File: src/sv/bgfl_pkg.sv
// ----------------------------------------------------------------------------
// Block-grown free list allocator: shared package
// Sizes, command and status codes, and the structs passed between modules.
// ----------------------------------------------------------------------------
package bgfl_pkg;

   localparam int BLOCKS          = 16;
   localparam int SLOTS_PER_BLOCK = 64;
   localparam int TOTAL_SLOTS     = BLOCKS * SLOTS_PER_BLOCK;

   // field widths
   localparam int ADDR_W  = 11;
   localparam int BLK_W   = 4;
   localparam int SLOT_W  = 6;
   localparam int OFF_W   = 18;
   localparam int SIZE_W  = 13;
   localparam int CMD_W   = 2;
   localparam int STAT_W  = 2;

   localparam int IDX_W    = $clog2(TOTAL_SLOTS);
   localparam int GROWN_W  = $clog2(BLOCKS + 1);
   localparam int ENTRY_W  = ADDR_W + 1;           // {in_use, next_link}

   localparam int REQ_DATA_W = 16;
   localparam int RSP_FLDS_W = ADDR_W + BLK_W + SLOT_W + OFF_W;
   localparam int RSP_DATA_W = ((RSP_FLDS_W + 7) / 8) * 8;
   localparam int RSP_PAD_W  = RSP_DATA_W - RSP_FLDS_W;

   localparam logic [ADDR_W-1:0] ADDR_NONE    = '1;
   localparam logic [SIZE_W-1:0] SIZE_RESET   = SIZE_W'(16);
   localparam logic [SIZE_W-1:0] SIZE_MAX     = SIZE_W'(4096);

   typedef enum logic [CMD_W-1:0] {
      CMD_ALLOC  = 2'd0,
      CMD_FREE   = 2'd1,
      CMD_LOOKUP = 2'd2,
      CMD_CLEAR  = 2'd3
   } cmd_type;

   typedef enum logic [STAT_W-1:0] {
      ST_OK         = 2'd0,
      ST_POOL_FULL  = 2'd1,
      ST_NOT_IN_USE = 2'd2,
      ST_OUTSIDE    = 2'd3
   } status_type;

   typedef struct packed {
      logic              valid;
      logic [ADDR_W-1:0] addr;
      status_type        status;
   } fin_type;

   typedef struct packed {
      logic               we;
      logic [IDX_W-1:0]   waddr;
      logic [ENTRY_W-1:0] wdata;
      logic [IDX_W-1:0]   raddr;
   } ram_req_type;

   // address lies inside the blocks grown so far
   function automatic logic in_grown(logic [ADDR_W-1:0] a, logic [GROWN_W-1:0] g);
      return !a[ADDR_W-1] && (GROWN_W'(a[IDX_W-1:SLOT_W]) < g);
   endfunction

   function automatic logic [SIZE_W-1:0] clamp_size(logic [SIZE_W-1:0] s);
      logic [SIZE_W-1:0] r;
      r = s;
      if (s == '0) r = SIZE_W'(1);
      else if (s > SIZE_MAX) r = SIZE_MAX;
      return r;
   endfunction

endpackage

File: src/sv/bgfl_out.sv
// ----------------------------------------------------------------------------
// Result output stage
// Holds the object size register and the output word; splits the address.
// ----------------------------------------------------------------------------
module bgfl_out import bgfl_pkg::*; (
   input  logic                  clock,
   input  logic                  reset,
   input  logic                  csr_valid,
   input  logic [SIZE_W-1:0]     csr_data,
   input  fin_type               fin,
   output logic                  out_free,
   output logic                  rsp_tvalid,
   input  logic                  rsp_tready,
   output logic [RSP_DATA_W-1:0] rsp_tdata,
   output logic [STAT_W-1:0]     rsp_tuser
);

   logic [SIZE_W-1:0]        size_ff;
   logic                     valid_ff, valid_in;
   logic [ADDR_W-1:0]        addr_ff;
   logic [BLK_W-1:0]         blk_ff, blk_in;
   logic [SLOT_W-1:0]        slot_ff, slot_in;
   logic [OFF_W-1:0]         off_ff, off_in;
   status_type               stat_ff;
   logic [SLOT_W+SIZE_W-1:0] prod;

   assign out_free = !valid_ff || rsp_tready;

   always_comb begin
      valid_in = valid_ff && !rsp_tready;
      if (out_free) valid_in = fin.valid;
      // none address and errors carry zero in the split fields
      blk_in  = fin.addr[ADDR_W-1] ? '0 : fin.addr[IDX_W-1:SLOT_W];
      slot_in = fin.addr[ADDR_W-1] ? '0 : fin.addr[SLOT_W-1:0];
      prod    = (SLOT_W+SIZE_W)'(slot_in) * (SLOT_W+SIZE_W)'(size_ff);
      off_in  = prod[OFF_W-1:0];
   end

   always_ff @(posedge clock) begin
      if (reset) begin
         valid_ff <= 1'b0;
         size_ff  <= SIZE_RESET;
      end else begin
         valid_ff <= valid_in;
         if (csr_valid) size_ff <= clamp_size(csr_data);
      end
      if (out_free && fin.valid) begin
         addr_ff <= fin.addr;
         blk_ff  <= blk_in;
         slot_ff <= slot_in;
         off_ff  <= off_in;
         stat_ff <= fin.status;
      end
   end

   assign rsp_tvalid = valid_ff;
   assign rsp_tdata  = {{RSP_PAD_W{1'b0}}, off_ff, slot_ff, blk_ff, addr_ff};
   assign rsp_tuser  = stat_ff;

endmodule

File: config.mk
export PLATFORM = sky130hd
export DESIGN_NAME = bgfl_out
export DESIGN_NICKNAME = d
export VERILOG_FILES = /design/src/sv/bgfl_pkg.sv /design/src/sv/bgfl_out.sv
export SDC_FILE = /design/constraint.sdc
export NUM_CORES = 1
export LEC_CHECK = 0
export ABC_AREA = 0
export BUFFER_PORTS_ARGS = -buffer_cell sky130_fd_sc_hd__clkbuf_2
export CAP_MARGIN = 20
export CORE_UTILIZATION = 57
export DETAILED_ROUTE_END_ITERATION = 10
export PLACE_DENSITY = 0.81
export SLEW_MARGIN = 20
export SYNTH_ARGS = -nofsm -noshare
export SYNTH_HDL_FRONTEND = slang
export SYNTH_SLANG_ARGS = --single-unit
export TNS_END_PERCENT = 50
File: constraint.sdc
create_clock -name clock -period 5.6 [get_ports clock]
set_input_delay 1.12 -clock clock [delete_from_list [all_inputs] [get_ports clock]]
set_output_delay 1.12 -clock clock [all_outputs]
set_load 0.02 [all_outputs]
-- After elaboration in Yosys (flattened, before gate mapping)
Index checks and enable logic that the tools add are counted.
- reductions and logical operators: 6
- $lt $le $gt $ge: 1
- $mul: 1
- mux-type cells: 4
- operator list (kind ; number):
    13-bit 2-to-1 mux ; 2
    6-bit by 13-bit multiplier with 18-bit output ; 1
    13-bit greater-than comparator (second input constant) ; 1
    13-bit logical NOT ; 1
    6-bit 2-to-1 mux ; 1
    1-bit logical AND ; 2
    1-bit logical NOT ; 2
    1-bit logical OR ; 1
    1-bit 2-to-1 mux ; 1
- output and inout bits: 44
- bits in registers: 55
- input bits: 31

-- Longest topological paths before layout
- depth in word-level cells: 3
- gate-level depth with buffers: 16
- mapped depth without buffers: 14

-- Worst setup path after synthesis
OpenSTA, ideal clock, no wires.
- path type: input -> register
- start point: input fin[7] (netlist name)
- end point: register off_ff[14], data pin
- stages on the path: 15
- setup slack: 0.773 ns
- library setup time: 0.261 ns
- arrival time: 4.566 ns
- required time: 5.339 ns
- path buffers: 2
- path through: nor2b_1 -> clkbuf_1 -> and2_1 -> fa_1 -> fa_1 -> inv_1 -> fa_1 -> inv_1 -> ha_1 -> buf_6 -> a21o_1 -> or4_1 -> o21ai_1 -> a41oi_1 -> o311a_1
- cells in the longest elaborated chain, start to end: 2
- ends and longest elaborated chain (what ; RTL line ; source):
    from (decl) ; bgfl_out.sv:10 ; input fin_type fin,
    6-bit 2-to-1 mux ; bgfl_out.sv:34 ; slot_in = fin.addr[ADDR_W-1] ? '0 : fin.addr[SLOT_W-1:0];
    net slot_in[5] ; bgfl_out.sv:22 ; logic [SLOT_W-1:0] slot_ff, slot_in;
    6-bit by 13-bit multiplier with 18-bit output ; bgfl_out.sv:35 ; prod = (SLOT_W+SIZE_W)'(slot_in) * (SLOT_W+SIZE_W)'(size_ff);
    net prod[14] ; bgfl_out.sv:25 ; logic [SLOT_W+SIZE_W-1:0] prod;
    to (signal assigned) ; bgfl_out.sv:51 ; off_ff <= off_in;
    to (decl) ; bgfl_out.sv:23 ; logic [OFF_W-1:0] off_ff, off_in;
The timed path passes the listed nets, and every way through them passes these cells.
A chain may end at the register's enable or synchronous reset.

-- Worst setup path after layout
- start point: input fin[12] (netlist name)
- end point: register off_ff[14], data pin
- cells in the longest elaborated chain, start to end: 2
- ends and longest elaborated chain (what ; RTL line):
    6-bit 2-to-1 mux ; bgfl_out.sv:34
    6-bit by 13-bit multiplier with 18-bit output ; bgfl_out.sv:35
    net prod[14] ; bgfl_out.sv:25
The timed path passes the listed nets, and every way through them passes these cells.

==> results.txt <==
----------------------------------------------------
[Timing]
  Final setup violation count ... 0
  Max transition margin ... 0.372
  Final Skew ... 0.0142 ns
  Setup repair after global routing missed its margin ... false
  Min Tclk post-route ... 5.01 ns
  Final number of max-transition violations ... 0
  Setup TNS after final layout ... 0 ns
  Tightest Pin Transition ... 0.941 ns
  Fin crit share ... 0.894
  Count of final hold-check violations ... 0
  Maximum clock rate ... 200 MHz

[Logic synthesis]
  Average footprint of a synthesized cell ... 10.4 sq um
  Multiplexer fraction of the synthesized cell area ... 0.00234
  Synthesized Nets ... 512
  Netlist area before placement ... 4280 sq um
  Syn. warnings ... 0
  Register area share after synthesis ... 0.353
  Number of synthesized register bits ... 55
  Number of different library cells in the post-synthesis netlist ... 47
  Synthesized instance count ... 411
  Most common flop cell mapped by yosys ... sky130_fd_sc_hd__edfxtp_1
  Main combinational cell family by area after synthesis ... adder cells
  Fraction of synthesized cell area taken by the top area cell type ... 0.288
  Post-synth EDFFs ... 41
  Cell type contributing the most total cell area after synthesis ... sky130_fd_sc_hd__edfxtp_1
  Synthesized-area fraction occupied by xor and xnor cells ... 0.0287
  Fraction of the mapped netlist area in adder cells ... 0.285
  Synthesized-area fraction occupied by ao, oa, aoi and oai cells ... 0.0910
  Simple-Gate Fraction of Synth Area ... 0.167
  Share of flip-flops with an asynchronous set or reset ... 0
  Top post-synthesis cells by area ... sky130_fd_sc_hd__edfxtp_1 (29%), sky130_fd_sc_hd__fa_1 (21%), sky130_fd_sc_hd__and2_1 (8.8%)

[Power and ir drop]
  PD cells ... 186 nW/um^2
  Worst VDD drop ... 106 uV
  Leakage power total ... 2.27 nW

[Placed design]
  Count of buffers inserted at the top-level ports ... 73
  Half-perimeter wire length after detailed placement ... 6030 um
  Weighted congestion reported at the end of routability-driven placement ... 0.868

[Cells and area]
  Net count, final ... 583
  Total area of sequential cells ... 1510 sq um
  Number of fill cells ... 582
  Multi-input combinational cell area ... 2460 sq um
  Commonest non-fill, non-tap cells in the layout ... sky130_fd_sc_hd__clkbuf_2 (73), sky130_fd_sc_hd__inv_1 (65), sky130_fd_sc_hd__and2_1 (59), sky130_fd_sc_hd__fa_1 (44), sky130_fd_sc_hd__edfxtp_1 (41)
  Post-route core utilization ... 0.666
  Share of post-route cells with drive strength above 1 ... 0.193
  Area growth from synthesis to layout ... 13.0%
  Commonest non-fill, non-tap cell in the layout ... sky130_fd_sc_hd__clkbuf_2
  Antenna cell count ... 0

[Worst setup path]
  Critical path endpoint category ... flip-flop
  Cell mode on critical path ... sky130_fd_sc_hd__fa_1
  Reg-to-reg startpoint ... size_ff[7]$_SDFFE_PP0P_
  Required time worst endpoint ... 5.69 ns
  Cell-by-cell trace of the critical path ... clkbuf_2 > nor2b_1 > and2_1 > fa_1 > fa_1 > inv_1 > fa_1 > inv_1 > ha_1 > a21o_1 > or4_1 > o21ai_1 > a41oi_1 > o311a_1
  Master of the slowest instance on the critical path ... sky130_fd_sc_hd__nor2b_1
  Critical path class ... in2reg
  Worst setup SP type ... primary input
  Register-to-register path setup slack ... 1.76 ns
  Worst Reg-to-Reg Cells ... 12
  Delay of the slowest cell on the worst path ... 0.66 ns
  Critical R2R Capture ... off_ff[14]$_DFFE_PP_
  Crit path arrival time ... 5.10 ns
  Worst setup startpoint ... fin[12]
  Crit Path Max Fanout ... 14

[GRT]
  Remaining global-route overflow ... 0
  Wire length of the first global-routing pass ... 13500 um
  Vias in the first global route ... 3005
  All-layer global routing usage ... 0.225
  Maximum number of pins on one net before global-route repair ... 42
  Antenna violations before repair ... 0

[CTS]
  Buffer depth of the longest clock path ... 2
  Number of clock buffers inserted by TritonCTS ... 5
  Number of sinks driven by the clock tree ... 55
  Library cell used as clock root buffer ... sky130_fd_sc_hd__clkbuf_8
  Clk Latency, worst-skew pair ... 0.32 ns
  Clock edge transition at the registers on the reported setup and hold paths ... 0.12 ns
  # hold bufs at CTS ... 0
  TritonCTS clock tree ... done
  Number of resized instances in the post-cts repair step ... 0
  H-tree depth ... 2
  Number of post-CTS setup repair buffers ... 0

[Detailed routing]
  Post-DRT Antenna Nets ... 0
  Routed wire length ... 7870 um
  Vias/cell ... 5.22
  DR iter-0 viols ... 154
  Number of iterations in the first detailed-routing pass ... 4
  Number of remaining DRC errors ... 0
  Post-DR wirelength/cell ... 13.5 um
  DR vias ... 3039

[Floorplanning]
  Initial Utilization ... 0.590
  Die H ... 88.6 um
  Boundary Pins ... 75
  Count of standard-cell rows ... 31
  Core ar. ... 7250 sq um
  Die footprint ... 7850 sq um
  Die W ... 88.6 um

[Min path]
  Worst min-delay path endpoint ... rsp_tvalid$_SDFF_PP0_
  Hold WC Path Type ... reg2reg
  Worst hold stages ... 2
  Origin of the worst min-delay path ... rsp_tvalid$_SDFF_PP0_

[Status]
  Result of the run ... complete, no violations

[Flow run]
  Max_cap viols ... 0

----------------------------------------------------
## critical path: cells and delay by family
| family | cells | cell delay [ns] |
|---|---|---|
| fa+ha+maj | 4 | 1.86 |
| simple gates | 3 | 1.30 |
| compound gates | 4 | 0.55 |
| buf+inv | 3 | 0.27 |
## layout make-up
type,count,share of cell area
timing repair buffer,77,0.0818
inverter,65,0.0505
clock buffer,5,0.0142
multi-input combinational,278,0.509
tap,99,0.0256
clock inverter,3,0.00647
sequential,55,0.313
## logic make-up after synthesis
| family | count (synthesis) |
|---|---|
| flops | 55 |
| buf+inv | 78 |
| mux | 1 |
| fa+ha+maj | 71 |
| xor+xnor | 14 |
| simple gates | 135 |
| other cells | 1 |
| compound gates | 56 |
## power breakdown
part | switching, mW | internal [mW]
Combinational | 0.112 | 0.0641
Clock | 0.147 | 0.0955
Sequential | 0.0129 | 0.468
## metrics by stage
step                      total power [mW]  hold slack (ns)  cell area, sq um  setup slack, ns  instances
after detailed placement             0.667            0.537              4730            0.248        574
after CTS                            0.907            0.552              4830            0.598        582
final                                0.900            0.550              4830            0.592        582
after global routing                 0.942            0.603              4830            0.292        582
after floorplan                      0.609            0.518              4280            0.773        411
after global placement               0.662            0.495              4730            0.322        574
## metal layers
| layer | part of all wire | GRT usage | vias up |
|---|---|---|---|
| met5 | 0 | 0 | - |
| li1 | - | - | 1477 |
| met2 | 0.52 | 0.422 | 76 |
| met1 | 0.42 | 0.267 | 1473 |
| met3 | 0.036 | 0.0261 | 13 |
| met4 | 0.020 | 0.0748 | 0 |
## Yosys cell counts (3+ instances only)
| master | count |
|---|---|
| sky130_fd_sc_hd__a21oi_1 | 17 |
| sky130_fd_sc_hd__a22oi_1 | 8 |
| sky130_fd_sc_hd__and2_1 | 60 |
| sky130_fd_sc_hd__buf_2 | 3 |
| sky130_fd_sc_hd__clkbuf_1 | 8 |
| sky130_fd_sc_hd__dfxtp_1 | 14 |
| sky130_fd_sc_hd__edfxtp_1 | 41 |
| sky130_fd_sc_hd__fa_1 | 44 |
| sky130_fd_sc_hd__ha_1 | 26 |
| sky130_fd_sc_hd__inv_1 | 65 |
| sky130_fd_sc_hd__nand2_1 | 27 |
| sky130_fd_sc_hd__nand3_1 | 7 |
| sky130_fd_sc_hd__nor2_1 | 22 |
| sky130_fd_sc_hd__nor2b_1 | 11 |
| sky130_fd_sc_hd__nor4_1 | 4 |
| sky130_fd_sc_hd__o21ai_0 | 6 |
| sky130_fd_sc_hd__xnor2_1 | 12 |
## registers in the layout, indices dropped and copies added (netlist names)
register    cells
off_ff         18
blk_ff          4
addr_ff        11
rsp_tuser       2
slot_ff         6
size_ff        13
rsp_tvalid      1
## how the worst max path moves through the flow
stage	endpoint	slack, ns	cells after the start
2_1_floorplan	off_ff[14]$_DFFE_PP_	0.77	15
3_3_place_gp	off_ff[14]$_DFFE_PP_	0.32	14
6_report	off_ff[14]$_DFFE_PP_	0.59	14
4_1_cts	off_ff[14]$_DFFE_PP_	0.60	14
5_1_grt	off_ff[15]$_DFFE_PP_	0.29	14
3_5_place_dp	off_ff[14]$_DFFE_PP_	0.25	14
(Power assumes the default switching activity.)
