===== config.mk =====
export PLATFORM = sky130hd
export DESIGN_NAME = bgfl_ctrl
export DESIGN_NICKNAME = d
export VERILOG_FILES = /design/src/sv/bgfl_pkg.sv /design/src/sv/bgfl_ctrl.sv
export SDC_FILE = /design/constraint.sdc
export NUM_CORES = 1
export LEC_CHECK = 0
export ABC_CLOCK_PERIOD_IN_PS = 2500
export BUFFER_PORTS_ARGS = -buffer_cell sky130_fd_sc_hd__buf_4
export CORE_MARGIN = 1.5
export CORE_UTILIZATION = 25
export DETAILED_ROUTE_END_ITERATION = 16
export GPL_TIMING_DRIVEN = 0
export HOLD_SLACK_MARGIN = 0.06
export PLACE_DENSITY = 0.53
export SLEW_MARGIN = 20
export SYNTH_ARGS = -nofsm -noshare
export SYNTH_HDL_FRONTEND = slang
export SYNTH_SLANG_ARGS = --single-unit

===== constraint.sdc =====
create_clock -name clock -period 2.5 [get_ports clock]
set_input_delay 0.25 -clock clock [delete_from_list [all_inputs] [get_ports clock]]
set_output_delay 0.25 -clock clock [all_outputs]
set_load 0.01 [all_outputs]

===== src/sv/bgfl_pkg.sv =====
// ----------------------------------------------------------------------------
// Block-grown free list allocator: shared package
// Sizes, command and status codes, and the structs passed between modules.
// ----------------------------------------------------------------------------
package bgfl_pkg;

   localparam int BLOCKS          = 16;
   localparam int SLOTS_PER_BLOCK = 64;
   localparam int TOTAL_SLOTS     = BLOCKS * SLOTS_PER_BLOCK;

   // field widths
   localparam int ADDR_W  = 11;
   localparam int BLK_W   = 4;
   localparam int SLOT_W  = 6;
   localparam int OFF_W   = 18;
   localparam int SIZE_W  = 13;
   localparam int CMD_W   = 2;
   localparam int STAT_W  = 2;

   localparam int IDX_W    = $clog2(TOTAL_SLOTS);
   localparam int GROWN_W  = $clog2(BLOCKS + 1);
   localparam int ENTRY_W  = ADDR_W + 1;           // {in_use, next_link}

   localparam int REQ_DATA_W = 16;
   localparam int RSP_FLDS_W = ADDR_W + BLK_W + SLOT_W + OFF_W;
   localparam int RSP_DATA_W = ((RSP_FLDS_W + 7) / 8) * 8;
   localparam int RSP_PAD_W  = RSP_DATA_W - RSP_FLDS_W;

   localparam logic [ADDR_W-1:0] ADDR_NONE    = '1;
   localparam logic [SIZE_W-1:0] SIZE_RESET   = SIZE_W'(16);
   localparam logic [SIZE_W-1:0] SIZE_MAX     = SIZE_W'(4096);

   typedef enum logic [CMD_W-1:0] {
      CMD_ALLOC  = 2'd0,
      CMD_FREE   = 2'd1,
      CMD_LOOKUP = 2'd2,
      CMD_CLEAR  = 2'd3
   } cmd_type;

   typedef enum logic [STAT_W-1:0] {
      ST_OK         = 2'd0,
      ST_POOL_FULL  = 2'd1,
      ST_NOT_IN_USE = 2'd2,
      ST_OUTSIDE    = 2'd3
   } status_type;

   typedef struct packed {
      logic              valid;
      logic [ADDR_W-1:0] addr;
      status_type        status;
   } fin_type;

   typedef struct packed {
      logic               we;
      logic [IDX_W-1:0]   waddr;
      logic [ENTRY_W-1:0] wdata;
      logic [IDX_W-1:0]   raddr;
   } ram_req_type;

   // address lies inside the blocks grown so far
   function automatic logic in_grown(logic [ADDR_W-1:0] a, logic [GROWN_W-1:0] g);
      return !a[ADDR_W-1] && (GROWN_W'(a[IDX_W-1:SLOT_W]) < g);
   endfunction

   function automatic logic [SIZE_W-1:0] clamp_size(logic [SIZE_W-1:0] s);
      logic [SIZE_W-1:0] r;
      r = s;
      if (s == '0) r = SIZE_W'(1);
      else if (s > SIZE_MAX) r = SIZE_MAX;
      return r;
   endfunction

endpackage


===== src/sv/bgfl_ctrl.sv =====
// ----------------------------------------------------------------------------
// Allocator sequencer
// Reads a slot entry, modifies and writes it back; threads new blocks.
// ----------------------------------------------------------------------------
module bgfl_ctrl import bgfl_pkg::*; (
   input  logic               clock,
   input  logic               reset,
   input  logic               req_valid,
   output logic               req_ready,
   input  cmd_type            req_cmd,
   input  logic [ADDR_W-1:0]  req_addr,
   input  logic               out_free,
   output fin_type            fin,
   output ram_req_type        ram,
   input  logic [ENTRY_W-1:0] ram_rdata
);

   typedef enum logic [1:0] {
      S_IDLE,
      S_READ,
      S_GROW,
      S_WAIT
   } state_type;

   state_type            state_ff, state_in;
   cmd_type              cmd_ff, cmd_in;
   logic [ADDR_W-1:0]    addr_ff, addr_in;
   logic [ADDR_W-1:0]    head_ff, head_in;
   logic [GROWN_W-1:0]   grown_ff, grown_in;
   logic [SLOT_W-1:0]    cnt_ff, cnt_in;
   fin_type              pend_ff, pend_in;
   fin_type              res;
   logic                 rd_use;
   logic [ADDR_W-1:0]    rd_link;
   logic [IDX_W-1:0]     grow_slot;
   logic                 grow_last;

   assign rd_use    = ram_rdata[ENTRY_W-1];
   assign rd_link   = ram_rdata[ADDR_W-1:0];
   assign grow_slot = {grown_ff[BLK_W-1:0], cnt_ff};
   assign grow_last = (cnt_ff == SLOT_W'(SLOTS_PER_BLOCK - 1));
   assign req_ready = (state_ff == S_IDLE);

   always_comb begin
      state_in = state_ff;
      cmd_in   = cmd_ff;
      addr_in  = addr_ff;
      head_in  = head_ff;
      grown_in = grown_ff;
      cnt_in   = cnt_ff;
      pend_in  = pend_ff;
      res      = '{valid: 1'b0, addr: ADDR_NONE, status: ST_OK};
      ram      = '0;
      ram.raddr = head_ff[IDX_W-1:0];

      unique case (state_ff)
         S_IDLE: begin
            if (req_valid) begin
               cmd_in  = req_cmd;
               addr_in = req_addr;
               unique case (req_cmd)
                  CMD_ALLOC: begin
                     if (head_ff != ADDR_NONE) begin
                        state_in = S_READ;
                     end else if (grown_ff == GROWN_W'(BLOCKS)) begin
                        res = '{valid: 1'b1, addr: ADDR_NONE, status: ST_POOL_FULL};
                     end else begin
                        cnt_in   = '0;
                        state_in = S_GROW;
                     end
                  end
                  CMD_FREE, CMD_LOOKUP: begin
                     ram.raddr = req_addr[IDX_W-1:0];
                     if (req_cmd == CMD_LOOKUP && req_addr == ADDR_NONE) begin
                        res = '{valid: 1'b1, addr: ADDR_NONE, status: ST_OK};
                     end else if (!in_grown(req_addr, grown_ff)) begin
                        res = '{valid: 1'b1, addr: ADDR_NONE, status: ST_OUTSIDE};
                     end else begin
                        state_in = S_READ;
                     end
                  end
                  CMD_CLEAR: begin
                     head_in  = ADDR_NONE;
                     grown_in = '0;
                     res = '{valid: 1'b1, addr: ADDR_NONE, status: ST_OK};
                  end
                  default: ;
               endcase
            end
         end
         S_READ: begin
            state_in = S_IDLE;
            if (cmd_ff == CMD_ALLOC) begin
               ram.we    = 1'b1;
               ram.waddr = head_ff[IDX_W-1:0];
               ram.wdata = {1'b1, ADDR_NONE};
               head_in   = rd_link;
               res = '{valid: 1'b1, addr: head_ff, status: ST_OK};
            end else if (!rd_use) begin
               res = '{valid: 1'b1, addr: ADDR_NONE, status: ST_NOT_IN_USE};
            end else if (cmd_ff == CMD_FREE) begin
               ram.we    = 1'b1;
               ram.waddr = addr_ff[IDX_W-1:0];
               ram.wdata = {1'b0, head_ff};
               head_in   = addr_ff;
               res = '{valid: 1'b1, addr: addr_ff, status: ST_OK};
            end else begin
               res = '{valid: 1'b1, addr: addr_ff, status: ST_OK};
            end
         end
         S_GROW: begin
            // first slot of the new block goes straight out as allocated
            ram.we    = 1'b1;
            ram.waddr = grow_slot;
            if (cnt_ff == '0)
               ram.wdata = {1'b1, ADDR_NONE};
            else if (grow_last)
               ram.wdata = {1'b0, ADDR_NONE};
            else
               ram.wdata = {1'b0, ADDR_W'(grow_slot) + ADDR_W'(1)};
            cnt_in = cnt_ff + SLOT_W'(1);
            if (grow_last) begin
               grown_in = grown_ff + GROWN_W'(1);
               head_in  = (SLOTS_PER_BLOCK > 1) ?
                          ADDR_W'({grown_ff[BLK_W-1:0], SLOT_W'(1)}) : ADDR_NONE;
               state_in = S_IDLE;
               res = '{valid: 1'b1,
                       addr: ADDR_W'({grown_ff[BLK_W-1:0], SLOT_W'(0)}),
                       status: ST_OK};
            end
         end
         S_WAIT: begin
            if (out_free) state_in = S_IDLE;
         end
         default: state_in = S_IDLE;
      endcase

      if (res.valid && !out_free) begin
         pend_in  = res;
         state_in = S_WAIT;
      end
      fin = (state_ff == S_WAIT) ? pend_ff : res;
   end

   always_ff @(posedge clock) begin
      if (reset) begin
         state_ff <= S_IDLE;
         head_ff  <= ADDR_NONE;
         grown_ff <= '0;
         cnt_ff   <= '0;
         pend_ff  <= '0;
      end else begin
         state_ff <= state_in;
         head_ff  <= head_in;
         grown_ff <= grown_in;
         cnt_ff   <= cnt_in;
         pend_ff  <= pend_in;
      end
      cmd_ff  <= cmd_in;
      addr_ff <= addr_in;
   end

endmodule


Word level (Yosys, flattened, before mapping)
Cells that the tools add are included.
{ "word_totals": {"output_inout_bits": 48, "reg_bits": 51} }
{ "op_classes": {"order_cmp": 1, "n_eq_ne": 26, "muxes": 46, "n_addsub": 3, "n_reduce_logical": 17} }
{ "ops": {"columns": ["cell", "count"], "rows": [
  ["14-bit 2-to-1 mux", 7],
  ["14-bit case mux with 3 select lines", 2],
  ["11-bit 2-to-1 mux", 7],
  ["23-bit 2-to-1 mux", 3],
  ["23-bit case mux with 2 select lines", 1],
  ["11-bit case mux with 3 select lines", 1],
  ["10-bit 2-to-1 mux", 3],
  ["13-bit 2-to-1 mux", 2],
  ["6-bit 2-to-1 mux", 4],
  ["2-bit 2-to-1 mux", 8],
  ["5-bit 2-to-1 mux", 3],
  ["12-bit 2-to-1 mux", 1],
  ["3-bit != test, second input constant", 4],
  ["6-bit case mux with 2 select lines", 1],
  ["10-bit by 1-bit adder with 11-bit output, second input constant", 1],
  ["11-bit equality test, second input constant", 1],
  ["11-bit != test, second input constant", 1],
  ["5-bit case mux with 2 select lines", 1],
  ["2-bit equality test, second input constant", 4],
  ["2-bit != test, second input constant", 4],
  ["4-bit != test, second input constant", 2],
  ["2-bit case mux with 4 select lines", 1],
  ["7-bit AND reduction", 1],
  ["6-bit by 1-bit adder with 6-bit output, second input constant", 1],
  ["21 further kinds", 29]
]} }

Logic depth before layout (Yosys ltp)
{ "depth": {"depth_word": 10, "ltp_mapped": 10, "mapped_depth_nobuf": 8} }

Worst setup path after synthesis
Ideal clock, no wire load.
{ "synth_timing": {"kind": "reg-to-output", "from": "register state_ff[0]", "to": "output port ram[0] (netlist bit)", "n_path_buf": 0, "required_ps": 2250, "stages_incl_launch_ff": 7, "arrival_ps": 1857, "slack_ps": 393, "cell_sequence": "dfxtp_1 -> inv_1 -> ha_1 -> nand2_1 -> inv_1 -> nand2_1 -> mux2_2"} }
{ "synth_rtl": {"columns": ["element", "line", "source"], "rows": [
  ["start: declaration", "bgfl_ctrl.sv:25", "state_type state_ff, state_in;"],
  ["start signal: assignment", "bgfl_ctrl.sv:153", "state_ff <= state_in;"],
  ["end: declaration", "bgfl_ctrl.sv:14", "output ram_req_type ram,"]
]} }

==> reports/qor.json <==
{
  "syn-mean-instance-area_sq_um": 8.11,
  "cell_count_after_synthesis": 441,
  "detail-route-antenna-nets": 0,
  "multiplexer_share_of_the_synthesized_area_pct": 5.99,
  "largest_family_of_logic_cells_by_synthesized_area": "compound AO/OA/AOI/OAI gates",
  "yosys_warnings": 0,
  "multiInputGateArea_sq_um": 2340,
  "power_density_nw_per_um2": 1050,
  "clock_latency_late_sink_ns": 0.30,
  "synth_area_sq_um": 3570,
  "post-route-util_pct": 34.0,
  "yosys_most_used_dff": "sky130_fd_sc_hd__dfxtp_1",
  "r2r_setup_slack_ns": 0.08,
  "n_fill_cell": 1523,
  "drt-initial-drc-count": 327,
  "core.rowCount": 43,
  "drive_above_1_share_pct": 30.4,
  "die_height_um": 123,
  "via_per_inst": 5.18,
  "ctsLongestPathBuffers": 2,
  "synth_edf_count": 13,
  "worstHoldPathType": "in2reg",
  "regArea_sq_um": 1160,
  "worst_path_max_delay_cell": "sky130_fd_sc_hd__dfxtp_1",
  "grt_antenna_before_repair": 1,
  "number_of_global_route_vias_before_repair": 3651,
  "post-route-min-period_ns": 2.44,
  "crit_buf_inv": 3,
  "yosys-top-cells-count": "57 x sky130_fd_sc_hd__a21oi_1, 42 x sky130_fd_sc_hd__nand2_1, 42 x sky130_fd_sc_hd__nor2_1",
  "achievable-frequency_mhz": 410,
  "worstHoldEndpoint": "addr_ff[1]$_DFFE_PP_",
  "total_power_mw": 4.98,
  "routedWlPerCell_um": 18.5,
  "period_share_pct": 97.5,
  "rsz_0062_raised_after_global_routing": "true",
  "worst-endpoint-arrival_ns": 2.19,
  "grt_pass1_wl_um": 20100,
  "yosys_register_bits": 51,
  "worst-path-max-fanout": 10,
  "hold_path.startpoint": "req_addr[1]",
  "setup.worst_path.end_class": "primary output",
  "synth-adder-area-share_pct": 5.25,
  "placeableCoreArea_sq_um": 13900,
  "detail_route.wirelength_um": 13200,
  "post-synth-top-area-cell": "sky130_fd_sc_hd__dfxtp_1",
  "worst-endpoint-required_ns": 2.25,
  "yosys.cell_count.top_type": "sky130_fd_sc_hd__a21oi_1",
  "grt_overflow_total": 0,
  "setup-tns-final_ns": 0,
  "clkSinkCount": 51,
  "critical-path-top-delay-family": "buffers and inverters",
  "yosys.area_share.xor_xnor_pct": 2.45,
  "synth-compound-area-share_pct": 26.7,
  "crit_path_cell_trace": "inv_1, ha_1, nand2_2, clkinvlp_4, nand2_4, mux2_2, buf_4",
  "final-hold-violation-count": 0,
  "synth_simple_gate_area_share_pct": 21.3,
  "start_util_pct": 25.7,
  "fin_nets": 573,
  "cts-hold-fix-buffers": 0,
  "detail_route.drc_violations": 0,
  "fp.dieW_um": 123,
  "critPathLaunchType": "flop",
  "power.ir.vdd_worst_mv": 0.313,
  "postSynth.asyncResetShare_pct": 0,
  "setup-violations-final": 0,
  "tritoncts": "done",
  "global_placement_routability_congestion": 0.911,
  "clkSlewWorstSetupHoldPaths_ns": 0.07,
  "dr.pass1.iters": 4,
  "total_leakage_power_nw": 1.83,
  "area_growth_synth_to_finish_pct": 32.4,
  "maxSlewHeadroom_pct": 46.0,
  "synth_cell_types": 60,
  "place_hpwl_um": 10300,
  "max_stage_delay_ns": 0.41,
  "tightestPinTransition_ns": 0.804,
  "vias": 3683,
  "critical_path.reg2reg.startpoint": "state_ff[0]$_SDFFE_PP0P_",
  "drv_cap": 0,
  "worst_hold_path.num_cells": 1,
  "r2r_end": "head_ff[0]$_SDFFE_PP1P_",
  "synth-seq-area-share_pct": 32.2,
  "cts-root-buf": "sky130_fd_sc_hd__clkbuf_16",
  "synth.net_count": 485,
  "grt_usage_pct": 17.8,
  "run_status": "complete, no violations",
  "cts_inserted_buffers": 5,
  "htreeDepth": 2,
  "slew_limit_fails": 0,
  "synth_top_area_cells": "sky130_fd_sc_hd__dfxtp_1 21%, sky130_fd_sc_hd__edfxtp_1 11%, sky130_fd_sc_hd__a21oi_1 8.0%",
  "ff2ff_path_depth": 8,
  "grt_start_max_net_pins": 15,
  "fraction_of_post_synthesis_cell_area_in_the_top_cell_type_by_area_pct": 21.3,
  "dieArea_sq_um": 15000,
  "design.portCount": 77,
  "skew_ns": 0.00776,
  "port_buffers": 75,
  "path_class": "reg2out"
}
[flip-flops by register name (all words and copies together), names as in the netlist]
name / count
addr_ff: 11
cmd_ff: 2
cnt_ff: 6
grown_ff: 5
head_ff: 11
pend_ff: 14
state_ff: 2
[worst register-to-register path: cells and delay by family (launching register included)]
kind | cells | cell delay (ns)
and+or+nand+nor | 2 | 0.62
AOI/OAI and AO/OA | 3 | 0.52
DFF | 1 | 0.41
buffers and inverters | 2 | 0.41
adders and majority gates | 1 | 0.34
[worst max-delay path by stage]
| stage | from | to | slack (ns) | cells after the start |
|---|---|---|---|---|
| 2_1_floorplan | state_ff[0]$_SDFFE_PP0P_ | ram[0] | 0.39 | 6 |
| 3_3_place_gp | state_ff[0]$_SDFFE_PP0P_ | fin[9] | -0.21 | 9 |
| 4_1_cts | cmd_ff[1]$_DFFE_PP_ | fin[11] | -0.15 | 7 |
| 3_5_place_dp | state_ff[0]$_SDFFE_PP0P_ | fin[10] | -0.32 | 9 |
| 6_report | state_ff[0]$_SDFFE_PP0P_ | ram[4] | 0.06 | 7 |
| 5_1_grt | state_ff[0]$_SDFFE_PP0P_ | fin[8] | -0.02 | 8 |
[cell families (layout without fill, tap and decap cells)]
group	count (synthesis)	after routing
buf+inv	52	141
xor+xnor	10	10
compound gates	142	142
fa+ha+maj	15	15
mux	20	20
simple gates	151	151
other cells	0	1
flops	51	51
[through the flow]
stage | instances | setup WS (ns) | area (sq um) | hold slack [ns]
after floorplan | 441 | 0.393 | 3570 | 0.349
after global placement | 696 | -0.213 | 4360 | 0.448
after detailed placement | 696 | -0.320 | 4360 | 0.449
after CTS | 706 | -0.145 | 4610 | 0.151
after global routing | 710 | -0.0211 | 4730 | 0.157
final | 711 | 0.0626 | 4730 | 0.153
[placed cells by master, fill, tap and decap left out, types with 4 or more instances in the layout]
master / n
sky130_fd_sc_hd__clkbuf_1: 7
sky130_fd_sc_hd__edfxtp_1: 13
sky130_fd_sc_hd__nor2_1: 42
sky130_fd_sc_hd__nand4_1: 7
sky130_fd_sc_hd__clkbuf_2: 7
sky130_fd_sc_hd__inv_1: 21
sky130_fd_sc_hd__clkbuf_16: 5
sky130_fd_sc_hd__ha_1: 12
sky130_fd_sc_hd__a21oi_1: 54
sky130_fd_sc_hd__a22oi_1: 4
sky130_fd_sc_hd__a21o_1: 10
sky130_fd_sc_hd__xnor2_1: 7
sky130_fd_sc_hd__nand3_1: 11
sky130_fd_sc_hd__mux2_2: 11
sky130_fd_sc_hd__dfxtp_1: 34
sky130_fd_sc_hd__nor2b_1: 15
sky130_fd_sc_hd__nand2_1: 40
sky130_fd_sc_hd__buf_2: 4
sky130_fd_sc_hd__o21ai_0: 15
sky130_fd_sc_hd__dfxtp_2: 4
sky130_fd_sc_hd__nand2b_1: 6
sky130_fd_sc_hd__a311oi_1: 6
sky130_fd_sc_hd__buf_4: 88
sky130_fd_sc_hd__a21boi_0: 5
sky130_fd_sc_hd__o2111ai_1: 4
sky130_fd_sc_hd__o21bai_1: 4
sky130_fd_sc_hd__mux2i_1: 9
sky130_fd_sc_hd__a211o_1: 7
[per-layer routing]
layer	up-vias	part of all wire, %	wire [um]	global-route usage [%]
met5	-	0	0	0
met4	0	2.5	325	6.90
met3	24	5.9	777	3.16
met2	122	48	6380	30.2
met1	1767	43	5690	22.4
li1	1770	-	-	-
[power breakdown]
group	total, mW	switching (mW)	internal [mW]
Sequential	1.27	0.208	1.06
Combinational	3.02	1.75	1.27
Clock	0.692	0.296	0.396
[what timing repair did]
action                                  4_1_cts  5_1_grt
endpoints found under the setup margin       51       59
pin swaps                                     2        5
cloned                                        0        0
resized for setup                            20       35
buffers inserted                              4        5
[layout make-up]
class / count / area share, %
clock buffers: 7 / 3.01
inverters: 24 / 2.04
clock inverters: 1 / 0.0793
diodes: 1 / 0.0529
well taps: 180 / 4.76
multi-input cells: 338 / 49.4
flip-flops and latches: 51 / 24.4
plain buffers: 25 / 2.91
repair buffers: 84 / 13.3
(Power assumes the default switching activity.)
